File: config.mk
export PLATFORM = sky130hd
export DESIGN_NAME = stream_pattern_substitute
export DESIGN_NICKNAME = d
export VERILOG_FILES = /design/src/design/spsub_pkg.sv /design/src/design/spsub_cfg.sv /design/src/design/spsub_core.sv /design/src/design/spsub_obuf.sv /design/src/design/stream_pattern_substitute.sv
export SDC_FILE = /design/constraint.sdc
export NUM_CORES = 2
export LEC_CHECK = 0
export BUFFER_PORTS_ARGS = -buffer_cell sky130_fd_sc_hd__buf_2
export CAP_MARGIN = 20
export CORE_MARGIN = 1
export CORE_UTILIZATION = 40
export CTS_CLUSTER_DIAMETER = 200
export DETAILED_ROUTE_END_ITERATION = 10
export GPL_ROUTABILITY_DRIVEN = 0
export PLACE_DENSITY_LB_ADDON = 0.1
export SYNTH_ARGS = -nofsm -noshare
export SYNTH_HDL_FRONTEND = slang
export SYNTH_HIERARCHICAL = 1
export SYNTH_SLANG_ARGS = --single-unit
export TNS_END_PERCENT = 5
File: constraint.sdc
create_clock -name clk -period 10.6 [get_ports clk]
set_input_delay 2.12 -clock clk [delete_from_list [all_inputs] [get_ports clk]]
set_output_delay 2.12 -clock clk [all_outputs]
set_load 0.005 [all_outputs]
File: src/design/spsub_pkg.sv
// Package for the stream pattern substitute block: sizes, register map,
// transaction and control types shared by all design files. No dependencies.
package spsub_pkg;

	localparam int MaxPattern = 16;
	localparam int HeldW      = 4;   // held byte count 0..MaxPattern-1
	localparam int CountW     = 5;   // byte count 0..MaxPattern
	localparam int AddrW      = 6;
	localparam int DataW      = 64;

	localparam logic [2:0] RegPatternLow  = 3'd0;
	localparam logic [2:0] RegPatternHigh = 3'd1;
	localparam logic [2:0] RegReplaceLow  = 3'd2;
	localparam logic [2:0] RegReplaceHigh = 3'd3;
	localparam logic [2:0] RegPatternLen  = 3'd4;

	typedef struct packed {
		logic [7:0] in_byte;
		logic       in_last;
	} in_item_t;

	typedef struct packed {
		logic [7:0] out_byte;
		logic       out_last;
	} out_item_t;

	typedef struct packed {
		logic [MaxPattern-1:0][7:0] pattern;
		logic [MaxPattern-1:0][7:0] replace;
		logic [CountW-1:0]          length;   // clamped to 1..MaxPattern
	} cfg_t;

	typedef struct packed {
		logic                       valid;
		logic [MaxPattern-1:0][7:0] bytes;
		logic [CountW-1:0]          count;
		logic                       last;
	} burst_t;

endpackage

File: src/design/spsub_cfg.sv
// APB register file for pattern, replacement and pattern length.
// Depends on spsub_pkg.
module spsub_cfg import spsub_pkg::*; (
	input  logic             clk,
	input  logic             arst_n,
	input  logic             psel,
	input  logic             penable,
	input  logic             pwrite,
	input  logic [AddrW-1:0] paddr,
	input  logic [DataW-1:0] pwdata,
	output logic [DataW-1:0] prdata,
	output logic             pready,
	output cfg_t             cfg
);

	logic [63:0]       pat_lo_q, pat_hi_q, rep_lo_q, rep_hi_q;
	logic [CountW-1:0] len_q;
	logic [2:0]        reg_idx;
	logic              wr_en;

	assign pready  = 1'b1;
	assign reg_idx = paddr[AddrW-1:3];
	assign wr_en   = psel && penable && pwrite;

	always_ff @(posedge clk or negedge arst_n) begin
		if (!arst_n) begin
			pat_lo_q <= '0;
			pat_hi_q <= '0;
			rep_lo_q <= '0;
			rep_hi_q <= '0;
			len_q    <= CountW'(1);
		end else if (wr_en) begin
			unique case (reg_idx)
				RegPatternLow:  pat_lo_q <= pwdata;
				RegPatternHigh: pat_hi_q <= pwdata;
				RegReplaceLow:  rep_lo_q <= pwdata;
				RegReplaceHigh: rep_hi_q <= pwdata;
				RegPatternLen:  len_q    <= pwdata[CountW-1:0];
				default: ;
			endcase
		end
	end

	always_comb begin
		unique case (reg_idx)
			RegPatternLow:  prdata = pat_lo_q;
			RegPatternHigh: prdata = pat_hi_q;
			RegReplaceLow:  prdata = rep_lo_q;
			RegReplaceHigh: prdata = rep_hi_q;
			RegPatternLen:  prdata = {{(DataW-CountW){1'b0}}, len_q};
			default:        prdata = '0;
		endcase
	end

	always_comb begin
		cfg.pattern = {pat_hi_q, pat_lo_q};
		cfg.replace = {rep_hi_q, rep_lo_q};
		if (len_q == '0)
			cfg.length = CountW'(1);
		else if (len_q > CountW'(MaxPattern))
			cfg.length = CountW'(MaxPattern);
		else
			cfg.length = len_q;
	end

endmodule

File: src/design/spsub_core.sv
// Input register, sliding window, pattern compare and replacement.
// Produces one burst of output bytes per input transaction. Depends on spsub_pkg.
module spsub_core import spsub_pkg::*; (
	input  logic     clk,
	input  logic     arst_n,
	input  logic     in_valid,
	output logic     in_ready,
	input  in_item_t in_data,
	input  cfg_t     cfg,
	input  logic     obuf_free,
	output burst_t   burst
);

	logic              valid_s1;
	logic [7:0]        byte_s1;
	logic              last_s1;
	logic [MaxPattern-1:0][7:0] win_q;
	logic [HeldW-1:0]  held_q;

	logic              load;
	logic [MaxPattern-1:0][7:0] wr, nw, sh;
	logic [CountW-1:0] count, emit;
	logic [HeldW-1:0]  start, idx, off;
	logic              full, match;
	logic [MaxPattern-1:0] neq;

	assign load     = valid_s1 && obuf_free;
	assign in_ready = !valid_s1 || load;

	always_ff @(posedge clk or negedge arst_n) begin
		if (!arst_n)
			valid_s1 <= 1'b0;
		else if (in_ready)
			valid_s1 <= in_valid;
	end

	always_ff @(posedge clk) begin
		if (in_ready && in_valid) begin
			byte_s1 <= in_data.in_byte;
			last_s1 <= in_data.in_last;
		end
	end

	always_comb begin
		count = CountW'(held_q) + CountW'(1);
		full  = count >= cfg.length;
		start = HeldW'(count - cfg.length);
		emit  = count - cfg.length + CountW'(1);
		idx   = '0;
		off   = '0;
		for (int j = 0; j < MaxPattern; j++)
			wr[j] = (HeldW'(j) == held_q) ? byte_s1 : win_q[j];
		for (int i = 0; i < MaxPattern; i++) begin
			idx    = start + HeldW'(i);
			neq[i] = (CountW'(i) < cfg.length) && (wr[idx] != cfg.pattern[i]);
		end
		match = full && (neq == '0);
		for (int j = 0; j < MaxPattern; j++) begin
			off   = HeldW'(j) - start;
			nw[j] = (match && HeldW'(j) >= start && CountW'(j) < count) ?
				cfg.replace[off] : wr[j];
		end
		for (int j = 0; j < MaxPattern; j++) begin
			idx   = HeldW'(j) + emit[HeldW-1:0];
			sh[j] = nw[idx];
		end
	end

	always_ff @(posedge clk or negedge arst_n) begin
		if (!arst_n)
			held_q <= '0;
		else if (load) begin
			priority if (last_s1)
				held_q <= '0;
			else if (!full)
				held_q <= count[HeldW-1:0];
			else
				held_q <= HeldW'(cfg.length - CountW'(1));
		end
	end

	always_ff @(posedge clk) begin
		if (load)
			win_q <= (full && !last_s1) ? sh : wr;
	end

	always_comb begin
		burst.valid = load;
		burst.bytes = nw;
		burst.last  = last_s1;
		priority if (last_s1)
			burst.count = count;
		else if (full)
			burst.count = emit;
		else
			burst.count = '0;
	end

endmodule

File: src/design/spsub_obuf.sv
// Output register bank: holds one burst and shifts it out a byte per transaction.
// Depends on spsub_pkg.
module spsub_obuf import spsub_pkg::*; (
	input  logic      clk,
	input  logic      arst_n,
	input  burst_t    burst,
	output logic      obuf_free,
	output logic      out_valid,
	input  logic      out_ready,
	output out_item_t out_data
);

	logic [MaxPattern-1:0][7:0] buf_q;
	logic [CountW-1:0] rem_q;
	logic              last_q;
	logic              pop;

	assign out_valid         = rem_q != '0;
	assign pop               = out_valid && out_ready;
	assign obuf_free         = (rem_q == '0) || (rem_q == CountW'(1) && out_ready);
	assign out_data.out_byte = buf_q[0];
	assign out_data.out_last = last_q && rem_q == CountW'(1);

	always_ff @(posedge clk or negedge arst_n) begin
		if (!arst_n)
			rem_q <= '0;
		else if (burst.valid)
			rem_q <= burst.count;
		else if (pop)
			rem_q <= rem_q - CountW'(1);
	end

	always_ff @(posedge clk) begin
		if (burst.valid) begin
			buf_q  <= burst.bytes;
			last_q <= burst.last;
		end else if (pop) begin
			for (int j = 0; j < MaxPattern - 1; j++)
				buf_q[j] <= buf_q[j+1];
		end
	end

endmodule

File: src/design/stream_pattern_substitute.sv
// Stream pattern substitute top level: APB registers, window core, output bank.
// Each input byte is registered in the core's input register, its output bytes in the
// output register bank. Throughput: 1 byte per cycle unless out_ready or a flush stalls;
// a flush drains through the bank, which takes a new burst as its last byte leaves.
// Reset (arst_n low): registers to pattern 0, length 1; window empty, outputs idle.
// Depends on spsub_pkg, spsub_cfg, spsub_core, spsub_obuf.
module stream_pattern_substitute import spsub_pkg::*; (
	input  logic             clk,
	input  logic             arst_n,
	input  logic             psel,
	input  logic             penable,
	input  logic             pwrite,
	input  logic [AddrW-1:0] paddr,
	input  logic [DataW-1:0] pwdata,
	output logic [DataW-1:0] prdata,
	output logic             pready,
	input  logic             in_valid,
	output logic             in_ready,
	input  in_item_t         in_data,
	output logic             out_valid,
	input  logic             out_ready,
	output out_item_t        out_data
);

	cfg_t   cfg;
	burst_t burst;
	logic   obuf_free;

	spsub_cfg u_cfg (
		.clk(clk), .arst_n(arst_n),
		.psel(psel), .penable(penable), .pwrite(pwrite),
		.paddr(paddr), .pwdata(pwdata), .prdata(prdata), .pready(pready),
		.cfg(cfg)
	);

	spsub_core u_core (
		.clk(clk), .arst_n(arst_n),
		.in_valid(in_valid), .in_ready(in_ready), .in_data(in_data),
		.cfg(cfg), .obuf_free(obuf_free), .burst(burst)
	);

	spsub_obuf u_obuf (
		.clk(clk), .arst_n(arst_n),
		.burst(burst), .obuf_free(obuf_free),
		.out_valid(out_valid), .out_ready(out_ready), .out_data(out_data)
	);

	a_burst_fits: assert property (@(posedge clk) disable iff (!arst_n)
		burst.valid |-> burst.count <= CountW'(MaxPattern))
		else $error("burst longer than window");

	a_burst_into_free: assert property (@(posedge clk) disable iff (!arst_n)
		burst.valid |-> obuf_free)
		else $error("burst loaded over pending output");

	a_flush_nonempty: assert property (@(posedge clk) disable iff (!arst_n)
		burst.valid && burst.last |-> burst.count != '0)
		else $error("flush produced no bytes");

	a_last_drains: assert property (@(posedge clk) disable iff (!arst_n)
		out_valid && out_data.out_last && !out_ready |=> out_valid && out_data.out_last)
		else $error("final byte lost before transaction");

endmodule
# --- Word level (Yosys, flattened, before mapping) ---
# Index checks and enable logic that the tools add are counted.
word_totals:
  reg_bits: 537
  latch_bits: 0
  mem_bits_rw: 0
  romBits: 0
  word_cells: 441
  n_memories: 0
op_classes:
  n_addsub: 51
  n_mul: 0
  div_mod_pow: 0
  order_cmp: 98
  n_eq_ne: 36
  n_shift: 0
  muxes: 140
  bitwise: 0
  n_reduce_logical: 73
op_table:
  columns: ["operator", "n"]
  rows:
  - ["$bmux W8 S4", 48]
  - ["$mux W8", 80]
  - ["$pmux W64 S5", 1]
  - ["$lt A4 B5 Y1 const B", 48]
  - ["$mux W120", 2]
  - ["$mux W128", 1]
  - ["$ne A8 B8 Y1", 16]
  - ["$lt A4 B5 Y1 const A", 16]
  - ["$logic_and A1 B1 Y1", 57]
  - ["$lt A3 B5 Y1 const A", 8]
  - ["$add A4 B4 Y4 const A", 8]
  - ["$add A4 B4 Y4 const B", 8]
  - ["$eq A4 B4 Y1 const A", 8]
  - ["$ge A4 B4 Y1 const A", 8]
  - ["$sub A4 B4 Y4 const A", 8]
  - ["$mux W5", 6]
  - ["$lt A1 B5 Y1 const A", 4]
  - ["$lt A2 B5 Y1 const A", 4]
  - ["$add A3 B4 Y4 const A", 4]
  - ["$add A4 B3 Y4 const B", 4]
  - ["$eq A3 B4 Y1 const A", 4]
  - ["$ge A3 B4 Y1 const A", 4]
  - ["$logic_not A16 Y1", 1]
  - ["$sub A3 B4 Y4 const A", 4]
  - ["other kinds (30)", 46]

# --- Longest topological paths before layout ---
logic_depth:
  ltp_word: 17
  ltp_mapped: 36

# --- By module ---
# The synthesis kept the hierarchy.
by_module_without_submodules:
  columns: ["mod", "n_inst", "cells_each", "area_per_inst_um2", "seq_area_each_um2"]
  rows:
  - ["spsub_core", 1, 3708, 33445.8, 4239.1]
  - ["spsub_cfg", 1, 735, 12110.4, 6532.5]
  - ["spsub_obuf", 1, 311, 5708.0, 3998.8]

# --- Least setup slack after synthesis ---
# Ideal clock, no wire load.
synth_path:
  path_kind: "register to register"
  start: "register u_cfg.len_q[3]"
  end: "register u_core/win_q[45] in the netlist's numbering, data pin"
  setup_time_ns: 0.279
  t_arrival_ns: 8.598
  t_required_ns: 10.321
  setup_slack_ns: 1.723
  path_stages_with_launch: 35
  path_buffers: 11
  path_cell_list: "dfrtp_1 -> nor3_1 -> nor2_1 -> nor2_1 -> ha_1 -> buf_2 -> inv_2 -> buf_2 -> buf_2 -> buf_1 -> buf_1 -> clkbuf_1 -> clkbuf_1 -> clkbuf_1 -> ha_1 -> xnor3_1 -> inv_1 -> buf_2 -> buf_1 -> o2111ai_1 -> o31ai_1 -> nor3_1 -> nor4b_1 -> nand4_1 -> o41a_1 -> a2111oi_4 -> nand4_2 -> clkbuf_1 -> nor2_4 -> mux2i_1 -> inv_1 -> mux4_2 -> a221oi_1 -> and2_1 -> a221oi_1"
synth_lines:
  columns: ["element", "line", "source"]
  rows:
  - ["from (decl)", "spsub_cfg.sv:17", "logic [CountW-1:0] len_q;"]
  - ["from (signal assigned)", "spsub_cfg.sv:31", "len_q <= CountW'(1);"]
  - ["from (signal assigned)", "spsub_cfg.sv:38", "RegPatternLen: len_q <= pwdata[CountW-1:0];"]
  - ["to (signal assigned)", "spsub_core.sv:84", "win_q <= (full && !last_s1) ? sh : wr;"]
  - ["to (decl)", "spsub_core.sv:17", "logic [MaxPattern-1:0][7:0] win_q;"]

==> flow_summary.yaml <==
timing:
  slew_headroom_pct: 13.7
  fin_skew_ns: 0.0396
  max_freq_mhz: 96.5
  setup_ws_ns: 0.240
  setup_viol: 0
  drv_slew: 0
  setup-tns-final_ns: 0
  final.period_utilization_pct: 97.7
  worst_pin_slew_ns: 1.29
  final_hold_viol_count: 0
  period_needed_ns: 10.36
  rsz0062_at_grt: "false"
floorplanning:
  core_area_sq_um: 126000
  dieArea_sq_um: 130000
  die_y_um: 360
  ios: 162
  rows: 130
  die_w_um: 360
  start_util_pct: 40.6
logic_synthesis:
  synth_top_family_by_area: "multiplexers"
  synth_enable_flop_cells: 266
  synth.avg_cell_area_sq_um: 10.8
  yosys_register_bits: 537
  synth_mux_area_share_pct: 38.5
  synthArstFlopShare_pct: 50.5
  synth-xor-area-share_pct: 2.56
  synth_cell_type_count: 120
  synth_fa_ha_area_share_pct: 0.596
  syn-cell-area_sq_um: 51300
  synth.yosys.seq_area_share_pct: 28.8
  synthCells: 4754
  synthSimpleGateAreaFrac_pct: 10.7
  synth-warning-count: 6
  ys_dominant_reg_cell: "dfrtp_1"
  synth_compound_area_share_pct: 13.9
  syn_nets: 4863
detailed_routing:
  drt-initial-drc-count: 7794
  post-route-drc-count: 0
  drt_wl_total_um: 261000
  first_pass_iters: 7
  wl_per_cell_um: 39.8
  route.vias.total: 47200
  ant_nets: 0
  vias_per_cell: 7.19
cells_and_area:
  syn2layout_area_growth_pct: 11.6
  drive_above_1_share_pct: 32.0
  post-route-util_pct: 45.3
  fin_nets: 4956
setup_path:
  worstPathArrival_ns: 10.85
  cp-end-kind: "flop"
  worstPathRequired_ns: 11.09
  critPathKind: "reg2reg"
  start_kind: "flop"
  cp_max_fo: 45
clock_network:
  clock-root-buffer: "clkbuf_16"
  clock_latency_ns: 0.70
  cts_tree: "built"
  htree_num_levels: 3
  cts_setup_buffers: 0
  cts_buffers: 71
  cts_num_sinks: 537
  post_cts_resized: 0
  path_clk_slew_ns: 0.06
  clock_path_buffers: 3
  cts_hold_buf: 0
status:
  status: "completed"
place:
  dpl.hpwl_um: 201000
  port_buffers: 157
  dp_slack_ns: 1.03
hold_path:
  hp-class: "reg2reg"
grt:
  grt_max_degree: 146
  grt_pass1_vias: 43900
  antenna_found_initial: 25
  grt_usage_pct: 39.3
  grt_pass1_wl_um: 357000
  overflow: 0
flow_run:
  maxCapViolations: 0
==> layout by cell type, fill, tap and decap left out, types with 78 or more instances in the layout <==
cell and n:
nand2_1 446, edfxtp_1 266, inv_1 112, buf_4 276
mux2i_1 503, dfrtp_1 268, a211oi_1 139, nand3_1 78
mux2_2 448, mux4_2 377, a21oi_1 132, buf_2 154
o21ai_0 146, nor2_1 221
==> state kept, by name, summed over array words and instances, names as in the netlist <==
name	cells
u_cfg/pat_hi_q	64
u_core/held_q	4
u_obuf/last_q	1
u_obuf/out_data	8
u_core/byte_s1	8
u_core/win_q	128
u_obuf/buf_q	120
u_core/valid_s1	1
u_obuf/rem_q	5
u_cfg/len_q	5
u_core/last_s1	1
u_cfg/rep_hi_q	64
u_cfg/pat_lo_q	64
u_cfg/rep_lo_q	64
==> cell families after synthesis <==
logic type	count (synthesis)
and+or+nand+nor	1113
adders and majority gates	24
DFF	537
buffers and inverters	551
muxes	1406
xor gates and xnor gates	140
other	1
AOI/OAI and AO/OA	982
==> final timing paths <==
kind,startpoint,slack (ns),end,cells past startpoint
max,u_cfg/len_q[4]$_DFFE_PN0P_,0.24,u_core/win_q[89]$_DFFE_PP_,21
min,u_cfg/pat_hi_q[51]$_DFFE_PN0P_,0.53,u_cfg/pat_hi_q[51]$_DFFE_PN0P_,1
max reg2reg,u_cfg/len_q[4]$_DFFE_PN0P_,0.24,u_core/win_q[89]$_DFFE_PP_,21
min reg2reg,u_cfg/pat_hi_q[51]$_DFFE_PN0P_,0.53,u_cfg/pat_hi_q[51]$_DFFE_PN0P_,1
max in group asynchronous,arst_n,7.54,u_core/held_q[3]$_DFFE_PN0P_,2
min in group asynchronous,arst_n,1.56,u_cfg/pat_lo_q[63]$_DFFE_PN0P_,1
==> per-layer routing <==
metal / up-vias / global-route usage [%] / wire [um]
li1: 18900 / - / -
met4: 20 / 23.4 / 19300
met1: 23800 / 49.5 / 96800
met2: 3634 / 56.0 / 108000
met3: 900 / 16.0 / 37100
met5: - / 0.222 / 162
==> synthesized netlist by cell type (32+ instances only) <==
master / count / area, sq um
a221oi_1: 49 / 429
o22ai_1: 45 / 282
o221ai_1: 36 / 315
nand2_1: 447 / 1680
buf_1: 70 / 263
a211oi_1: 139 / 1040
nor4_1: 37 / 231
a31oi_1: 32 / 200
nor2b_1: 69 / 432
mux2_2: 448 / 5040
inv_1: 116 / 435
buf_2: 88 / 440
nand3_1: 78 / 390
a22oi_1: 54 / 405
mux4_2: 377 / 8490
edfxtp_1: 266 / 7990
o31ai_1: 33 / 248
nor2_1: 222 / 833
o211ai_1: 32 / 240
xnor2_1: 83 / 727
buf_4: 40 / 300
a21oi_1: 133 / 666
mux2_4: 63 / 946
xor2_1: 50 / 438
mux2i_1: 503 / 5030
dfrtp_1: 270 / 6760
nor3_1: 58 / 290
o21ai_0: 149 / 746
clkbuf_1: 211 / 792
==> per-stage QoR <==
| step | instance area, sq um | hold WS [ns] | instances |
|---|---|---|---|
| 3_3_place_gp | 54600 | 0.518 | 6413 |
| 3_5_place_dp | 54600 | 0.526 | 6413 |
| 4_1_cts | 57100 | 0.539 | 6537 |
| 6_report | 57200 | 0.535 | 6559 |
| 2_1_floorplan | 51300 | 0.498 | 4754 |
| 5_1_grt | 57200 | 0.551 | 6548 |
==> final cells by class <==
class,count,area [sq um]
sequential,537,14800
antenna,11,27.5
fill,12000,69200
clock inverter,29,477
clock buffer,95,2000
tap,1650,2060
multi-input combinational,3666,34200
inverter,121,474
timing repair buffer,450,3170
==> critical path, stage by stage (launching register included) <==
cell and delay [ns]:
dfrtp_1 0.64, nor2b_1 0.97, fa_4 0.93, inv_2 0.14, ha_4 0.31, inv_6 0.50, nand2_1 0.76, o211ai_1 0.73
nor2_1 0.08, o22ai_1 0.25, buf_4 0.23, xor2_1 0.17, nand4_1 0.43, o41a_1 0.58, a2111oi_4 0.41, nand3_4 0.30
a211o_1 0.67, mux2i_1 0.93, mux2i_1 0.21, o22ai_1 0.35, o21ai_1 0.19, a221oi_1 0.34
Power is left out: the tool's default activity adds up to more than one toggle a clock period on the data nets, which glitch-free logic cannot reach.
